--- config.mk ---
export PLATFORM = sky130hd
export DESIGN_NAME = vmap_vidx
export DESIGN_NICKNAME = d
export VERILOG_FILES = /design/src/rtl/core/vmap_pkg.sv /design/src/rtl/core/vmap_vidx.sv
export SDC_FILE = /design/constraint.sdc
export NUM_CORES = 1
export LEC_CHECK = 0
export BUFFER_PORTS_ARGS = -buffer_cell sky130_fd_sc_hd__buf_2
export CORE_AREA = 4 4 41 43
export DETAILED_ROUTE_END_ITERATION = 6
export DIE_AREA = 0 0 45 47
export PLACE_DENSITY = 0.7
export SLEW_MARGIN = 20
export SYNTH_ARGS = -nofsm -noshare
export SYNTH_HDL_FRONTEND = slang
export SYNTH_SLANG_ARGS = --single-unit
--- constraint.sdc ---
create_clock -name clk -period 1.8 [get_ports clk]
set_clock_uncertainty 0.1 [all_clocks]
set_input_delay 0.18 -clock clk [delete_from_list [all_inputs] [get_ports clk]]
set_output_delay 0.18 -clock clk [all_outputs]
set_load 0.01 [all_outputs]
--- src/rtl/core/vmap_pkg.sv ---
// ----------------------------------------------------------------------------
// vmap_pkg
// Shared types and register addresses of the video memory access ports.
// ----------------------------------------------------------------------------
package vmap_pkg;

	localparam int VIDEO_DEPTH_DEF = 32768;
	localparam int PTR_W           = 15;
	localparam int TBL_WORDS       = 256;
	localparam int HIGH_ENTRIES    = 32;

	localparam logic [15:0] ADDR_OAM_RELOAD_LO = 16'h2102;
	localparam logic [15:0] ADDR_OAM_RELOAD_HI = 16'h2103;
	localparam logic [15:0] ADDR_OAM_DATA      = 16'h2104;
	localparam logic [15:0] ADDR_VRAM_MODE     = 16'h2115;
	localparam logic [15:0] ADDR_VRAM_PTR_LO   = 16'h2116;
	localparam logic [15:0] ADDR_VRAM_PTR_HI   = 16'h2117;
	localparam logic [15:0] ADDR_VRAM_DATA_LO  = 16'h2118;
	localparam logic [15:0] ADDR_VRAM_DATA_HI  = 16'h2119;
	localparam logic [15:0] ADDR_CGRAM_PTR     = 16'h2121;
	localparam logic [15:0] ADDR_CGRAM_DATA    = 16'h2122;
	localparam logic [15:0] ADDR_OAM_READ      = 16'h2138;
	localparam logic [15:0] ADDR_VRAM_READ_LO  = 16'h2139;
	localparam logic [15:0] ADDR_VRAM_READ_HI  = 16'h213A;
	localparam logic [15:0] ADDR_CGRAM_READ    = 16'h213B;

	localparam logic OP_READ  = 1'b0;
	localparam logic OP_WRITE = 1'b1;

	typedef struct packed {
		logic        op;
		logic [15:0] reg_addr;
		logic [7:0]  write_data;
		logic        rendering;
	} vmap_req_t;

	typedef struct packed {
		logic [7:0] read_data;
		logic       read_valid;
	} vmap_rsp_t;

	typedef struct packed {
		logic [1:0]  we;
		logic [15:0] wdata;
	} vmap_wr_t;

endpackage

--- src/rtl/core/vmap_vidx.sv ---
// ----------------------------------------------------------------------------
// vmap_vidx
// Video word index: field rotation and reciprocal multiply in one stage,
// remainder correction after it.
// ----------------------------------------------------------------------------
module vmap_vidx
	import vmap_pkg::*;
#(
	parameter int VIDEO_DEPTH = VIDEO_DEPTH_DEF,
	parameter int AW          = $clog2(VIDEO_DEPTH)
) (
	input  logic             clk,
	input  logic [PTR_W-1:0] ptr,
	input  logic [1:0]       rot,
	output logic [AW-1:0]    index
);

	localparam int     SHIFT = 30;
	localparam longint RECIP = (64'd1 << SHIFT) / VIDEO_DEPTH;
	localparam int     RW    = $clog2(RECIP + 1);
	localparam int     PW    = PTR_W + RW;
	localparam int     QW    = $clog2(32768 / VIDEO_DEPTH + 1);

	logic [PTR_W-1:0] a_rot;
	logic [PW-1:0]    prod;
	logic [PTR_W-1:0] a_s1;
	logic [QW-1:0]    q_s1;
	logic [15:0]      rem;
	logic [15:0]      rem_fix;

	always_comb begin
		a_rot = ptr;
		unique case (rot)
			2'd1:    a_rot[7:0] = {ptr[4:0], ptr[7:5]};
			2'd2:    a_rot[8:0] = {ptr[5:0], ptr[8:6]};
			2'd3:    a_rot[9:0] = {ptr[6:0], ptr[9:7]};
			default: a_rot = ptr;
		endcase
		prod = PW'(a_rot) * PW'(RECIP);
	end

	always_ff @(posedge clk) begin
		a_s1 <= a_rot;
		q_s1 <= prod[SHIFT +: QW];
	end

	always_comb begin
		rem     = 16'(a_s1) - 16'(32'(q_s1) * VIDEO_DEPTH);
		rem_fix = (32'(rem) >= VIDEO_DEPTH) ? 16'(32'(rem) - VIDEO_DEPTH) : rem;
		index   = rem_fix[AW-1:0];
	end

endmodule

## Yosys cells after proc, flatten, opt, wreduce, memory -nomap -nowiden

Index checks and enable logic that the tools add are counted.

| storage, ports and cells | value |
|---|---|
| register bits after elaboration | 15 |
| bits of input ports | 18 |
| output and inout bits | 15 |
| logic and storage cells | 11 |

| operators by class | value |
|---|---|
| add/sub/neg operators | 1 |
| $lt $le $gt $ge | 1 |
| eq/ne operators | 3 |
| mux-type cells | 4 |
| reductions and logical operators | 1 |

Operator list:

| cell | count |
|---|---|
| one-hot mux 8 bit (3 select lines) | 1 |
| greater-or-equal comparator 15 x 16 -> 1 bit (second input constant) | 1 |
| two-way mux 15 bit | 1 |
| subtractor 15 x 1 -> 15 bit (second input constant) | 1 |
| == test 2 bit (second input constant) | 2 |
| == test 2 x 1 -> 1 bit (second input constant) | 1 |
| two-way mux 1 bit | 2 |
| OR reduction 2 bit | 1 |

## Depth between registers and ports, before layout

Gate-level depths: netlist (run 1).

| depth | value |
|---|---|
| depth in word-level cells | 3 |
| gate-level depth with buffers | 2 |

## Worst setup path before layout (run 1)

Ideal clock, no wire load.

| timing | value |
|---|---|
| kind | input-to-reg |
| start point | input rot[0] |
| end point | register a_s1[3] |
| setup time | 121 ps |
| data arrival time | 708 ps |
| data required time | 1579 ps |
| slack | 871 ps |
| stages | 2 |
| cell sequence | nor2_2 mux2_2 |

| on the way | value |
|---|---|
| longest elaborated chain between the ends | 2 |

Ends and longest elaborated chain:

| what | RTL line | source |
|---|---|---|
| start, declared | vmap_vidx.sv:14 | `input logic [1:0] rot,` |
| == test 2 bit or == test 2 x 1 -> 1 bit (tied branches) | vmap_vidx.sv:33 | `unique case (rot)` |
| one-hot mux 8 bit (3 select lines) * | vmap_vidx.sv:33 |  |
| named net a_rot[3] | vmap_vidx.sv:24 | `logic [PTR_W-1:0] a_rot;` |
| end signal, assigned | vmap_vidx.sv:43 | `a_s1 <= a_rot;` |
| end, declared | vmap_vidx.sv:26 | `logic [PTR_W-1:0] a_s1;` |

The timed path passes the listed nets; every way through them passes the cells marked *.

## Final worst setup path (run 1)

| timing | value |
|---|---|
| start point | register a_s1[14] |
| end point | output index[14] |

| on the way | value |
|---|---|
| longest elaborated chain between the ends | 2 |

Ends and longest elaborated chain:

| what | RTL line | source |
|---|---|---|
| subtractor 15 x 1 -> 15 bit or greater-or-equal comparator 15 x 16 -> 1 bit (tied branches) | vmap_vidx.sv:49 | `rem_fix = (32'(rem) >= VIDEO_DEPTH) ? 16'(32'(rem) - VIDEO_DEPTH) : rem;` |
| two-way mux 15 bit * | vmap_vidx.sv:49 |  |
| end, declared | vmap_vidx.sv:15 | `output logic [AW-1:0] index` |

Every way passes the cells marked *; elsewhere a longest branch is shown, timed or not.

==> impl_metrics.prom, run 1 <==
# TYPE chip_impl_metric gauge
chip_impl_info{name="status",value="complete, no violations"} 1
chip_impl_metric{name="grt_max_degree",unit=""} 9
chip_impl_metric{name="worst-endpoint-required",unit="ns"} 1.52
chip_impl_info{name="yosys.area.top_type",value="sky130_fd_sc_hd__dfxtp_1"} 1
chip_impl_info{name="synthFlopType",value="sky130_fd_sc_hd__dfxtp_1"} 1
chip_impl_metric{name="final-instance-count-excl-fill",unit=""} 83
chip_impl_metric{name="final_design_area_no_fill",unit="um2"} 716
chip_impl_info{name="rsz0062_at_grt",value="no"} 1
chip_impl_metric{name="finalNetCount",unit=""} 87
chip_impl_metric{name="met3WireLength",unit="um"} 77
chip_impl_metric{name="flow.area_growth_from_synthesis",unit="%"} 55.4
chip_impl_metric{name="ys_seq_elements",unit=""} 15
chip_impl_metric{name="power.sequential.fraction",unit=""} 0.562
chip_impl_metric{name="post_cts.repair.setup_buffers",unit=""} 0
chip_impl_metric{name="dp_hpwl",unit="um"} 767
chip_impl_metric{name="timing.final.hold_violations",unit=""} 0
chip_impl_metric{name="synth_edf_count",unit=""} 0
chip_impl_metric{name="totalWireLength",unit="um"} 987
chip_impl_metric{name="postSynth.asyncResetShare",unit=""} 0
chip_impl_metric{name="n_antenna_cell",unit=""} 0
chip_impl_metric{name="detailed_route_vias_per_instance",unit=""} 4.41
chip_impl_metric{name="initial_antenna_violation_count",unit=""} 0
chip_impl_metric{name="power.share.switching",unit=""} 0.223
chip_impl_metric{name="critical_path_arrival",unit="ns"} 0.72
chip_impl_metric{name="synth_cell_type_count",unit=""} 6
chip_impl_metric{name="fillerInstances",unit=""} 129
chip_impl_metric{name="clkSlewWorstSetupHoldPaths",unit="ns"} 0.09
chip_impl_metric{name="grt.overflow.total",unit=""} 0
chip_impl_metric{name="grt_pass1_wl",unit="um"} 1480
chip_impl_metric{name="first_iter_violations",unit=""} 5
chip_impl_metric{name="post_synthesis_average_cell_area",unit="um2"} 17.1
chip_impl_metric{name="maxSlewHeadroom",unit=""} 0.834
chip_impl_info{name="dominant_cell_by_count_in_the_synthesized_netlist",value="sky130_fd_sc_hd__dfxtp_1"} 1
chip_impl_metric{name="fin_crit_sh",unit=""} 0.556
chip_impl_metric{name="cts_sink_cnt",unit=""} 15
chip_impl_metric{name="route.met2.wl",unit="um"} 514
chip_impl_metric{name="clockPowerShare",unit=""} 0.282
chip_impl_metric{name="maximum_level_of_the_cts_h_tree",unit=""} 1
chip_impl_metric{name="syn-cell-area",unit="um2"} 460
chip_impl_metric{name="design.portCount",unit=""} 33
chip_impl_metric{name="timing.setup.tns",unit="ns"} 0
chip_impl_metric{name="die_w",unit="um"} 45
chip_impl_metric{name="p_int",unit="mW"} 0.501
chip_impl_metric{name="firstDrtPassIters",unit=""} 2
chip_impl_info{name="layout_top_registers",value="a_s1 x15"} 1
chip_impl_info{name="clockRootBuffer",value="sky130_fd_sc_hd__clkbuf_4"} 1
chip_impl_metric{name="port_buffers",unit=""} 32
chip_impl_metric{name="p_sw",unit="mW"} 0.143
chip_impl_metric{name="area.sequential",unit="um2"} 300
chip_impl_metric{name="numCtsBuffers",unit=""} 3
chip_impl_metric{name="total_leakage_power",unit="nW"} 0.342
chip_impl_info{name="most_flop_heavy_register",value="a_s1"} 1
chip_impl_metric{name="totalPowerFinal",unit="mW"} 0.645
chip_impl_metric{name="die_y",unit="um"} 47
chip_impl_metric{name="drc",unit=""} 0
chip_impl_metric{name="number_of_global_route_vias_before_repair",unit=""} 368
chip_impl_metric{name="multi_input_comb_area",unit="um2"} 160
chip_impl_info{name="critical_path.cell_chain",value="buf_2"} 1
chip_impl_info{name="ys_top_cells_by_area",value="sky130_fd_sc_hd__dfxtp_1 65%, sky130_fd_sc_hd__mux2_2 17%, sky130_fd_sc_hd__mux4_2 9.8%, sky130_fd_sc_hd__mux4_1 5.7%, sky130_fd_sc_hd__nor2_2 1.4%"} 1
chip_impl_metric{name="min_period",unit="ns"} 1.00
chip_impl_metric{name="synth_seq_area_share",unit=""} 0.652
chip_impl_metric{name="setup_viol",unit=""} 0
chip_impl_metric{name="floorplan.rows",unit=""} 13
chip_impl_metric{name="wl_met1",unit="um"} 387
chip_impl_metric{name="max_freq",unit="MHz"} 998
chip_impl_metric{name="pwr_density_cell",unit="nW/um2"} 901
chip_impl_metric{name="netlist.area_leader.share",unit=""} 0.652
chip_impl_metric{name="final-max-slew-violation-count",unit=""} 0
chip_impl_metric{name="max_stage_delay",unit="ns"} 0.33
chip_impl_metric{name="die_area",unit="um2"} 2120
chip_impl_info{name="critPathKind",value="register to output port"} 1
chip_impl_metric{name="tightestPinTransition",unit="ns"} 0.249
chip_impl_metric{name="final.hold.worst_slack",unit="ns"} 0.0508
chip_impl_metric{name="groute.usage.overall",unit=""} 0.0983
chip_impl_info{name="hold_class",value="input port to register"} 1
chip_impl_metric{name="core_area",unit="um2"} 1300
chip_impl_metric{name="gp_routability_congestion",unit=""} 0.691
chip_impl_info{name="highest_layer",value="met4"} 1
chip_impl_metric{name="crit_buf_inv",unit=""} 1
chip_impl_metric{name="max-clock-path-buffers",unit=""} 2
chip_impl_metric{name="detailroute.via_count",unit=""} 366
chip_impl_metric{name="peakVddDrop",unit="uV"} 605
chip_impl_metric{name="postPlaceCellArea",unit="um2"} 639
chip_impl_info{name="slowest_stage",value="sky130_fd_sc_hd__dfxtp_1"} 1
chip_impl_info{name="tritoncts_clock_tree",value="done"} 1
chip_impl_metric{name="dp_cells",unit=""} 74
chip_impl_info{name="crit_family",value="flip-flops"} 1
chip_impl_metric{name="synth_warnings",unit=""} 0
chip_impl_metric{name="synthesis.nets",unit=""} 45
chip_impl_metric{name="antenna_violating_nets_post_route",unit=""} 0
chip_impl_metric{name="drv.max_cap_violation_count",unit=""} 0
chip_impl_metric{name="post_route_cells_drive_above_1_share",unit=""} 0.662
chip_impl_metric{name="start_util",unit=""} 0.354
chip_impl_info{name="critical_path.endpoint_type",value="output port"} 1
chip_impl_info{name="worstSetupStartpointType",value="register"} 1
chip_impl_metric{name="synthCells",unit=""} 27
chip_impl_metric{name="post_drt_wl_per_cell",unit="um"} 11.9
chip_impl_metric{name="cp_max_fo",unit=""} 1
chip_impl_metric{name="comb_power_share",unit=""} 0.156
chip_impl_metric{name="flip_flop_count_of_the_largest_register_all_copies_and_words_added",unit=""} 15
chip_impl_info{name="netlist_top_cells_count",value="15 x sky130_fd_sc_hd__dfxtp_1, 7 x sky130_fd_sc_hd__mux2_2, 2 x sky130_fd_sc_hd__mux4_2"} 1
[placed cells by master (no fill, tap or decap)]
master,count
sky130_fd_sc_hd__mux4_2,2
sky130_fd_sc_hd__mux2_2,7
sky130_fd_sc_hd__mux4_1,1
sky130_fd_sc_hd__dfxtp_1,15
sky130_fd_sc_hd__clkbuf_1,1
sky130_fd_sc_hd__dlygate4sd3_1,5
sky130_fd_sc_hd__clkbuf_4,3
sky130_fd_sc_hd__buf_2,32
sky130_fd_sc_hd__nand2_1,1
sky130_fd_sc_hd__nor2_2,1
[stage by stage]
stage | setup slack [ns] | utilization
after floorplan | 0.871 | -
after global routing | 0.750 | 0.550
after global placement | 0.663 | 0.491
after CTS | 0.794 | 0.550
after detailed placement | 0.635 | 0.491
final | 0.798 | 0.550
[layer usage]
layer | vias to the layer above | GRT usage
met5 | - | 0
met4 | 0 | 0.0351
met1 | 168 | 0.108
li1 | 183 | -
met3 | 2 | 0.0421
met2 | 13 | 0.169
[worst paths after layout]
| kind | end | cells after the start | slack (ns) | startpoint |
|---|---|---|---|---|
| worst min-delay path | a_s1[9] | 2 | 0.05 | ptr[9] |
| worst max-delay path | index[14] | 1 | 0.80 | a_s1[14] |
[layout make-up]
class	count	area share
sequential	15	0.420
timing repair buffer	37	0.294
multi-input combinational	12	0.224
clock buffer	4	0.0367
tap	15	0.0262
[repair_timing]
action                                 in CTS  in global routing
gates resized for setup                     0                  0
endpoints found under the hold margin       5                  0
setup endpoints to repair                   0                  0
hold buffers                                5                  0
[power groups by stage]
| stage | Clock [mW] | Sequential, mW | Combinational (mW) |
|---|---|---|---|
| 3_5_place_dp | 0 | 0.370 | 0.0931 |
| 4_1_cts | 0.186 | 0.362 | 0.102 |
| 6_report | 0.182 | 0.362 | 0.101 |
| 2_1_floorplan | 0 | 0.385 | 0.0265 |
| 5_1_grt | 0.203 | 0.364 | 0.109 |
| 3_3_place_gp | 0 | 0.369 | 0.0924 |
[cells by family after synthesis]
family,synth area share
DFF,0.652
and+or+nand+nor,0.0217
muxes,0.326
Power figures use the tool's default switching activity.
==> run 2: changes to the inputs <==
--- a/config.mk
+++ b/config.mk
@@ -5,11 +5,13 @@
 export SDC_FILE = /design/constraint.sdc
 export NUM_CORES = 1
 export LEC_CHECK = 0
+export ABC_AREA = 1
 export BUFFER_PORTS_ARGS = -buffer_cell sky130_fd_sc_hd__buf_2
-export CORE_AREA = 4 4 41 43
+export CORE_ASPECT_RATIO = 1.1
+export CORE_MARGIN = 4
+export CORE_UTILIZATION = 35
 export DETAILED_ROUTE_END_ITERATION = 6
-export DIE_AREA = 0 0 45 47
-export PLACE_DENSITY = 0.7
+export PLACE_DENSITY = 0.71
 export SLEW_MARGIN = 20
 export SYNTH_ARGS = -nofsm -noshare
 export SYNTH_HDL_FRONTEND = slang
==> constraint.sdc (replaced) <==
create_clock -name clk -period 0.8 [get_ports clk]
set_clock_uncertainty 0.1 [all_clocks]
set_input_delay 0.08 -clock clk [delete_from_list [all_inputs] [get_ports clk]]
set_output_delay 0.08 -clock clk [all_outputs]
set_load 0.01 [all_outputs]
==> impl_metrics.prom, run 2 <==
# TYPE chip_impl_metric gauge
chip_impl_metric{name="critical_path_arrival",unit="ns"} 0.71
chip_impl_metric{name="groute.usage.overall",unit=""} 0.130
chip_impl_metric{name="flip_flop_count_of_the_largest_register_all_copies_and_words_added",unit=""} 15
chip_impl_metric{name="finalNetCount",unit=""} 116
chip_impl_metric{name="syn-cell-area",unit="um2"} 504
chip_impl_metric{name="max_freq",unit="MHz"} 1120
chip_impl_info{name="most_frequent_standard_cell_in_the_layout_excluding_fill_and_tap_cells",value="sky130_fd_sc_hd__buf_2"} 1
chip_impl_info{name="dominant_cell_by_count_in_the_synthesized_netlist",value="sky130_fd_sc_hd__nand2_1"} 1
chip_impl_metric{name="flow.area_growth_from_synthesis",unit="%"} 59.1
chip_impl_metric{name="netlist.area_leader.share",unit=""} 0.596
chip_impl_metric{name="min_period",unit="ns"} 0.889
chip_impl_metric{name="postPlaceCellArea",unit="um2"} 681
chip_impl_info{name="status",value="finished with violations"} 1
chip_impl_metric{name="numCtsBuffers",unit=""} 3
chip_impl_metric{name="postSynth.asyncResetShare",unit=""} 0
chip_impl_info{name="critical_path.cell_chain",value="buf_6"} 1
chip_impl_info{name="failed_checks",value="hold timing, setup timing"} 1
chip_impl_info{name="worst_setup_path_endpoint",value="index[10]"} 1
chip_impl_metric{name="met3_usage",unit=""} 0.0150
chip_impl_info{name="startpoint",value="a_s1[10]"} 1
chip_impl_info{name="worstSetupStartpointType",value="register"} 1
chip_impl_metric{name="synthesis.nets",unit=""} 74
chip_impl_metric{name="post_drt_wl_per_cell",unit="um"} 11.3
chip_impl_info{name="grt_most_used_layer",value="met2"} 1
chip_impl_metric{name="final_design_area_no_fill",unit="um2"} 802
chip_impl_metric{name="layout_setup_ws",unit="ns"} -0.0889
chip_impl_metric{name="port_buffers",unit=""} 32
chip_impl_metric{name="setup_viol",unit=""} 15
chip_impl_metric{name="met1_usage",unit=""} 0.126
chip_impl_metric{name="grt_pass1_wl",unit="um"} 1900
chip_impl_metric{name="synth_warnings",unit=""} 0
chip_impl_info{name="netlist_top_cells_count",value="17 x sky130_fd_sc_hd__nand2_1, 15 x sky130_fd_sc_hd__dfxtp_1, 9 x sky130_fd_sc_hd__nand3_1"} 1
chip_impl_metric{name="n_antenna_cell",unit=""} 0
chip_impl_metric{name="grt_max_degree",unit=""} 16
chip_impl_metric{name="detailroute.via_count",unit=""} 517
chip_impl_metric{name="layout.core_utilization",unit=""} 0.587
chip_impl_metric{name="worstSetupPathDepth",unit=""} 1
chip_impl_metric{name="grt.overflow.total",unit=""} 0
chip_impl_metric{name="fillerInstances",unit=""} 125
chip_impl_metric{name="dp_hpwl",unit="um"} 872
chip_impl_info{name="ys_top_cells_by_area",value="sky130_fd_sc_hd__dfxtp_1 60%, sky130_fd_sc_hd__nand2_1 13%, sky130_fd_sc_hd__nand3_1 8.9%, sky130_fd_sc_hd__o21ai_0 5.0%, sky130_fd_sc_hd__nand4_1 3.7%"} 1
chip_impl_metric{name="total_leakage_power",unit="nW"} 0.397
chip_impl_info{name="final_cell_mix",value="26 x sky130_fd_sc_hd__buf_2, 17 x sky130_fd_sc_hd__nand2_1, 12 x sky130_fd_sc_hd__dfxtp_1, 9 x sky130_fd_sc_hd__nand3_1, 8 x sky130_fd_sc_hd__dlygate4sd3_1"} 1
chip_impl_info{name="synthFlopType",value="sky130_fd_sc_hd__dfxtp_1"} 1
chip_impl_metric{name="cts_sink_cnt",unit=""} 15
chip_impl_metric{name="pwr_density_cell",unit="nW/um2"} 1850
chip_impl_metric{name="antenna_violating_nets_post_route",unit=""} 0
chip_impl_metric{name="drv.max_cap_violation_count",unit=""} 0
chip_impl_info{name="clockRootBuffer",value="sky130_fd_sc_hd__clkbuf_4"} 1
chip_impl_metric{name="firstDrtPassIters",unit=""} 4
chip_impl_info{name="critical_path.endpoint_type",value="output port"} 1
chip_impl_metric{name="peakVddDrop",unit="uV"} 628
chip_impl_metric{name="max_stage_delay",unit="ns"} 0.33
chip_impl_metric{name="final.hold.worst_slack",unit="ns"} -0.0645
chip_impl_metric{name="synth_seq_area_share",unit=""} 0.596
chip_impl_metric{name="cts_hold_buf",unit=""} 9
chip_impl_info{name="hold_class",value="input port to register"} 1
chip_impl_metric{name="die_y",unit="um"} 47.8
chip_impl_metric{name="multi_input_comb_area",unit="um2"} 185
chip_impl_metric{name="maxSlewHeadroom",unit=""} 0.791
chip_impl_metric{name="timing.final.hold_violations",unit=""} 8
chip_impl_info{name="crit_family",value="flip-flops"} 1
chip_impl_metric{name="ys_seq_elements",unit=""} 15
chip_impl_metric{name="number_of_global_route_vias_before_repair",unit=""} 465
chip_impl_metric{name="first_iter_violations",unit=""} 9
chip_impl_metric{name="use_met2",unit=""} 0.241
chip_impl_metric{name="core_area",unit="um2"} 1370
chip_impl_metric{name="initial_antenna_violation_count",unit=""} 0
chip_impl_metric{name="die_area",unit="um2"} 2110
chip_impl_metric{name="dp_cells",unit=""} 104
chip_impl_metric{name="design.portCount",unit=""} 33
chip_impl_metric{name="final-max-slew-violation-count",unit=""} 0
chip_impl_info{name="tritoncts_clock_tree",value="done"} 1
chip_impl_metric{name="die_w",unit="um"} 44.2
chip_impl_metric{name="tightestPinTransition",unit="ns"} 0.313
chip_impl_metric{name="post_route_cells_drive_above_1_share",unit=""} 0.433
chip_impl_metric{name="post_cts.repair.setup_buffers",unit=""} 0
chip_impl_metric{name="totalPowerFinal",unit="mW"} 1.49
chip_impl_metric{name="totalWireLength",unit="um"} 1280
chip_impl_metric{name="synth_edf_count",unit=""} 0
chip_impl_metric{name="drc",unit=""} 0
chip_impl_metric{name="synth_cell_type_count",unit=""} 11
chip_impl_info{name="most_flop_heavy_register",value="a_s1"} 1
chip_impl_info{name="layout_top_registers",value="a_s1 x15"} 1
chip_impl_metric{name="detailed_route_vias_per_instance",unit=""} 4.58
chip_impl_metric{name="floorplan.rows",unit=""} 14
chip_impl_metric{name="final-instance-count-excl-fill",unit=""} 113
chip_impl_metric{name="fin_crit_sh",unit=""} 1.11
chip_impl_info{name="rsz0062_at_grt",value="yes"} 1
chip_impl_info{name="yosys.area.top_type",value="sky130_fd_sc_hd__dfxtp_1"} 1
chip_impl_metric{name="start_util",unit=""} 0.369
chip_impl_metric{name="post_synthesis_average_cell_area",unit="um2"} 9.00
chip_impl_metric{name="area.sequential",unit="um2"} 304
chip_impl_metric{name="cp_max_fo",unit=""} 1
chip_impl_metric{name="worst-endpoint-required",unit="ns"} 0.62
chip_impl_metric{name="max-clock-path-buffers",unit=""} 2
chip_impl_metric{name="maximum_level_of_the_cts_h_tree",unit=""} 1
chip_impl_metric{name="gp_routability_congestion",unit=""} 0.881
chip_impl_metric{name="synthCells",unit=""} 56
chip_impl_metric{name="clkSlewWorstSetupHoldPaths",unit="ns"} 0.08
chip_impl_info{name="critPathKind",value="register to output port"} 1
chip_impl_metric{name="crit_buf_inv",unit=""} 1
chip_impl_info{name="slowest_stage",value="sky130_fd_sc_hd__dfxtp_2"} 1
[run 2: cell types whose count changed after synthesis, moves of 2 or more]
cell / change
sky130_fd_sc_hd__inv_1: +2
sky130_fd_sc_hd__nand3_1: +9
sky130_fd_sc_hd__o21ai_0: +5
sky130_fd_sc_hd__mux4_2: -2
sky130_fd_sc_hd__nand2_1: +16
sky130_fd_sc_hd__mux2_2: -7
sky130_fd_sc_hd__nand4_1: +3
[run 2: worst min-delay path by stage]
| stage | from | end | slack [ns] | depth (start not counted) |
|---|---|---|---|---|
| after floorplan | ptr[10] | a_s1[10] | 0.008 | 0 |
| after global placement | ptr[10] | a_s1[10] | 0.08 | 1 |
| after detailed placement | ptr[12] | a_s1[12] | 0.09 | 1 |
| after CTS | ptr[9] | a_s1[9] | -0.08 | 3 |
| after global routing | ptr[9] | a_s1[9] | -0.06 | 3 |
| final | ptr[9] | a_s1[9] | -0.06 | 3 |
[run 2: area by class of cell]
class | instances | area share
Sequential cell | 15 | 0.379
Timing Repair Buffer | 39 | 0.323
Inverter | 2 | 0.00936
Tap cell | 16 | 0.0250
Clock buffer | 4 | 0.0328
Multi-Input combinational cell | 37 | 0.231
[run 2: tightest hold or removal path, cell delays in order]
cell and delay [ns]:
sky130_fd_sc_hd__buf_2 0.10, sky130_fd_sc_hd__o21ai_2 0.05, sky130_fd_sc_hd__nand2_1 0.04
[run 2: where the power goes]
group | switching, mW | internal (mW) | leakage [nW]
combinational | 0.137 | 0.133 | 0.255
clock | 0.204 | 0.193 | 0.0150
sequential | 0.0130 | 0.806 | 0.127
[run 2: cell families after synthesis]
kind of cell,count (synthesis),share of synthesized area
flip-flops,15,0.596
AO/OA/AOI/OAI,6,0.0670
AND/OR/NAND/NOR,31,0.285
buffers and inverters,4,0.0521
[run 2: timing repair]
item                                    in CTS  in global routing
endpoints found under the setup margin      15                 20
resized for setup                            0                 10
hold endpoints to repair                    15                  8
pin swaps                                    0                  1
[run 2: per-stage QoR]
| stage | setup TNS (ns) | hold slack, ns | setup slack [ns] |
|---|---|---|---|
| 2_1_floorplan | 0 | 0.00772 | 0.167 |
| 3_3_place_gp | -0.326 | 0.0831 | -0.0610 |
| 3_5_place_dp | -0.546 | 0.0856 | -0.0783 |
| 4_1_cts | -1.33 | -0.0820 | -0.0950 |
| 5_1_grt | -1.67 | -0.0650 | -0.123 |
| 6_report | -1.12 | -0.0645 | -0.0889 |
[run 2: layer usage]
metal  routed length (um)  vias up
met5                    0        -
met1                  479      226
li1                     -      268
met2                  689       21
met3                   84        2
met4                   27        0
==> run 3: changes to the inputs <==
--- a/config.mk
+++ b/config.mk
@@ -7,11 +7,13 @@
 export LEC_CHECK = 0
 export ABC_AREA = 1
 export BUFFER_PORTS_ARGS = -buffer_cell sky130_fd_sc_hd__buf_2
+export CAP_MARGIN = 10
 export CORE_ASPECT_RATIO = 1.1
 export CORE_MARGIN = 4
 export CORE_UTILIZATION = 35
 export DETAILED_ROUTE_END_ITERATION = 6
 export PLACE_DENSITY = 0.71
+export REMOVE_ABC_BUFFERS = 1
 export SLEW_MARGIN = 20
 export SYNTH_ARGS = -nofsm -noshare
 export SYNTH_HDL_FRONTEND = slang
==> impl_metrics.prom, run 3 (synthesis gave the netlist of run 2 again) <==
# TYPE chip_impl_metric gauge
chip_impl_info{name="status",value="finished with violations"} 1
chip_impl_info{name="failed_checks",value="hold timing, setup timing"} 1
chip_impl_info{name="rsz0062_at_grt",value="yes"} 1
chip_impl_info{name="final_cell_mix",value="28 x sky130_fd_sc_hd__buf_2, 17 x sky130_fd_sc_hd__nand2_1, 13 x sky130_fd_sc_hd__dfxtp_1, 9 x sky130_fd_sc_hd__nand3_1, 9 x sky130_fd_sc_hd__dlygate4sd3_1"} 1
chip_impl_info{name="hold_class",value="input port to register"} 1
chip_impl_metric{name="final-max-slew-violation-count",unit=""} 0
chip_impl_metric{name="port_buffers",unit=""} 32
chip_impl_metric{name="total_leakage_power",unit="nW"} 0.406
chip_impl_info{name="critical_path.endpoint_type",value="output port"} 1
chip_impl_metric{name="layout_setup_ws",unit="ns"} -0.0862
chip_impl_metric{name="core_area",unit="um2"} 1370
chip_impl_metric{name="grt.overflow.total",unit=""} 0
chip_impl_metric{name="worst_hold_path.num_cells",unit=""} 3
chip_impl_metric{name="layout.core_utilization",unit=""} 0.595
chip_impl_metric{name="max_stage_delay",unit="ns"} 0.31
chip_impl_metric{name="die_y",unit="um"} 47.8
chip_impl_metric{name="gp_routability_congestion",unit=""} 0.856
chip_impl_metric{name="timing.final.hold_violations",unit=""} 8
chip_impl_metric{name="min_period",unit="ns"} 0.886
chip_impl_metric{name="final-instance-count-excl-fill",unit=""} 116
chip_impl_metric{name="tightestPinTransition",unit="ns"} 0.274
chip_impl_info{name="most_frequent_standard_cell_in_the_layout_excluding_fill_and_tap_cells",value="sky130_fd_sc_hd__buf_2"} 1
chip_impl_metric{name="drv.max_cap_violation_count",unit=""} 0
chip_impl_metric{name="first_iter_violations",unit=""} 6
chip_impl_info{name="critPathKind",value="register to output port"} 1
chip_impl_metric{name="firstDrtPassIters",unit=""} 3
chip_impl_metric{name="n_antenna_cell",unit=""} 0
chip_impl_info{name="slowest_stage",value="sky130_fd_sc_hd__dfxtp_1"} 1
chip_impl_metric{name="final.hold.worst_slack",unit="ns"} -0.0858
chip_impl_metric{name="post_drt_wl_per_cell",unit="um"} 10.6
chip_impl_metric{name="flip_flop_count_of_the_largest_register_all_copies_and_words_added",unit=""} 15
chip_impl_metric{name="post_route_cells_drive_above_1_share",unit=""} 0.420
chip_impl_info{name="worstSetupStartpointType",value="register"} 1
chip_impl_metric{name="peakVddDrop",unit="uV"} 684
chip_impl_metric{name="grt_pass1_wl",unit="um"} 1970
chip_impl_metric{name="numCtsBuffers",unit=""} 3
chip_impl_info{name="layout_top_registers",value="a_s1 x15"} 1
chip_impl_metric{name="max-clock-path-buffers",unit=""} 2
chip_impl_metric{name="finalNetCount",unit=""} 119
chip_impl_info{name="tritoncts_clock_tree",value="done"} 1
chip_impl_metric{name="pwr_density_cell",unit="nW/um2"} 1860
chip_impl_info{name="clockRootBuffer",value="sky130_fd_sc_hd__clkbuf_4"} 1
chip_impl_metric{name="number_of_global_route_vias_before_repair",unit=""} 477
chip_impl_metric{name="clkSlewWorstSetupHoldPaths",unit="ns"} 0.08
chip_impl_metric{name="die_area",unit="um2"} 2110
chip_impl_metric{name="dp_cells",unit=""} 105
chip_impl_metric{name="maxSlewHeadroom",unit=""} 0.817
chip_impl_metric{name="groute.usage.overall",unit=""} 0.130
chip_impl_metric{name="crit_buf_inv",unit=""} 1
chip_impl_metric{name="worstSetupPathDepth",unit=""} 1
chip_impl_metric{name="floorplan.rows",unit=""} 14
chip_impl_metric{name="detailroute.via_count",unit=""} 522
chip_impl_metric{name="antenna_violating_nets_post_route",unit=""} 0
chip_impl_metric{name="critical_path_arrival",unit="ns"} 0.71
chip_impl_info{name="hold_end",value="a_s1[4]"} 1
chip_impl_metric{name="flow.area_growth_from_synthesis",unit="%"} 61.3
chip_impl_metric{name="totalWireLength",unit="um"} 1220
chip_impl_metric{name="grt_max_degree",unit=""} 13
chip_impl_metric{name="maximum_level_of_the_cts_h_tree",unit=""} 1
chip_impl_metric{name="start_util",unit=""} 0.369
chip_impl_info{name="critical_path.cell_chain",value="buf_2"} 1
chip_impl_info{name="hold_start",value="ptr[4]"} 1
chip_impl_metric{name="cts_sink_cnt",unit=""} 15
chip_impl_metric{name="fin_crit_sh",unit=""} 1.11
chip_impl_metric{name="fillerInstances",unit=""} 129
chip_impl_info{name="most_flop_heavy_register",value="a_s1"} 1
chip_impl_metric{name="dp_hpwl",unit="um"} 884
chip_impl_metric{name="drc",unit=""} 0
chip_impl_metric{name="max_freq",unit="MHz"} 1130
chip_impl_metric{name="die_w",unit="um"} 44.2
chip_impl_metric{name="initial_antenna_violation_count",unit=""} 0
chip_impl_metric{name="setup_viol",unit=""} 15
chip_impl_info{name="crit_family",value="flip-flops"} 1
chip_impl_metric{name="design.portCount",unit=""} 33
chip_impl_metric{name="cp_max_fo",unit=""} 1
chip_impl_metric{name="detailed_route_vias_per_instance",unit=""} 4.50
chip_impl_metric{name="worst-endpoint-required",unit="ns"} 0.62
[run 3: changes by cell type in the layout (fill, tap and decap cells not counted)]
cell / before / now
sky130_fd_sc_hd__buf_2: 26 / 28
sky130_fd_sc_hd__buf_4: 2 / 3
sky130_fd_sc_hd__buf_6: 3 / 2
sky130_fd_sc_hd__dfxtp_1: 12 / 13
sky130_fd_sc_hd__dfxtp_2: 3 / 2
sky130_fd_sc_hd__dlygate4sd3_1: 8 / 9
sky130_fd_sc_hd__o21ai_1: 0 / 1
sky130_fd_sc_hd__o21ai_2: 3 / 2
[run 3: metrics by stage]
step	worst slack, ns	power, mW	hold slack [ns]	TNS [ns]	instance area [um2]
CTS	-0.101	1.51	-0.0729	-1.41	825
floorplan	0.227	0.924	0.00772	0	485
global placement	-0.0396	1.06	0.0849	-0.0970	688
detailed placement	-0.0377	1.06	0.0841	-0.214	688
global route	-0.117	1.58	-0.0698	-1.64	813
finish	-0.0862	1.51	-0.0858	-1.19	813
[run 3: how the worst max path moves through the flow]
stage / endpoint / startpoint
after detailed placement: a_s1[1] / rot[0]
after CTS: index[8] / a_s1[8]
after global routing: index[9] / a_s1[9]
final: index[8] / a_s1[8]
after floorplan: a_s1[0] / rot[0]
after global placement: a_s1[1] / rot[0]
[run 3: final cells by class]
class,count,area [um2],area share
multi-input combinational,37,181,0.223
tap,16,20.0,0.0246
sequential,15,303,0.372
timing repair buffer,42,275,0.338
clock buffer,4,26.3,0.0323
inverter,2,7.51,0.00923
[run 3: timing repair]
item / CTS / global route
endpoints found under the hold margin: 15 / 7
setup buffers: 0 / 0
setup endpoints to repair: 15 / 23
resized for setup: 0 / 7
pin swaps: 0 / 2
hold buffers: 11 / 1
[run 3: metal layers]
metal,part of all wire,vias up,global-route usage
li1,-,274,-
met1,0.40,226,0.149
met2,0.50,20,0.221
met3,0.087,2,0.0150
met4,0.016,0,0.108
met5,0,-,0
[run 3: where the power goes]
part	internal [mW]	switching [mW]	total (mW)
logic	0.143	0.135	0.278
registers	0.807	0.0127	0.819
clock network	0.193	0.219	0.412
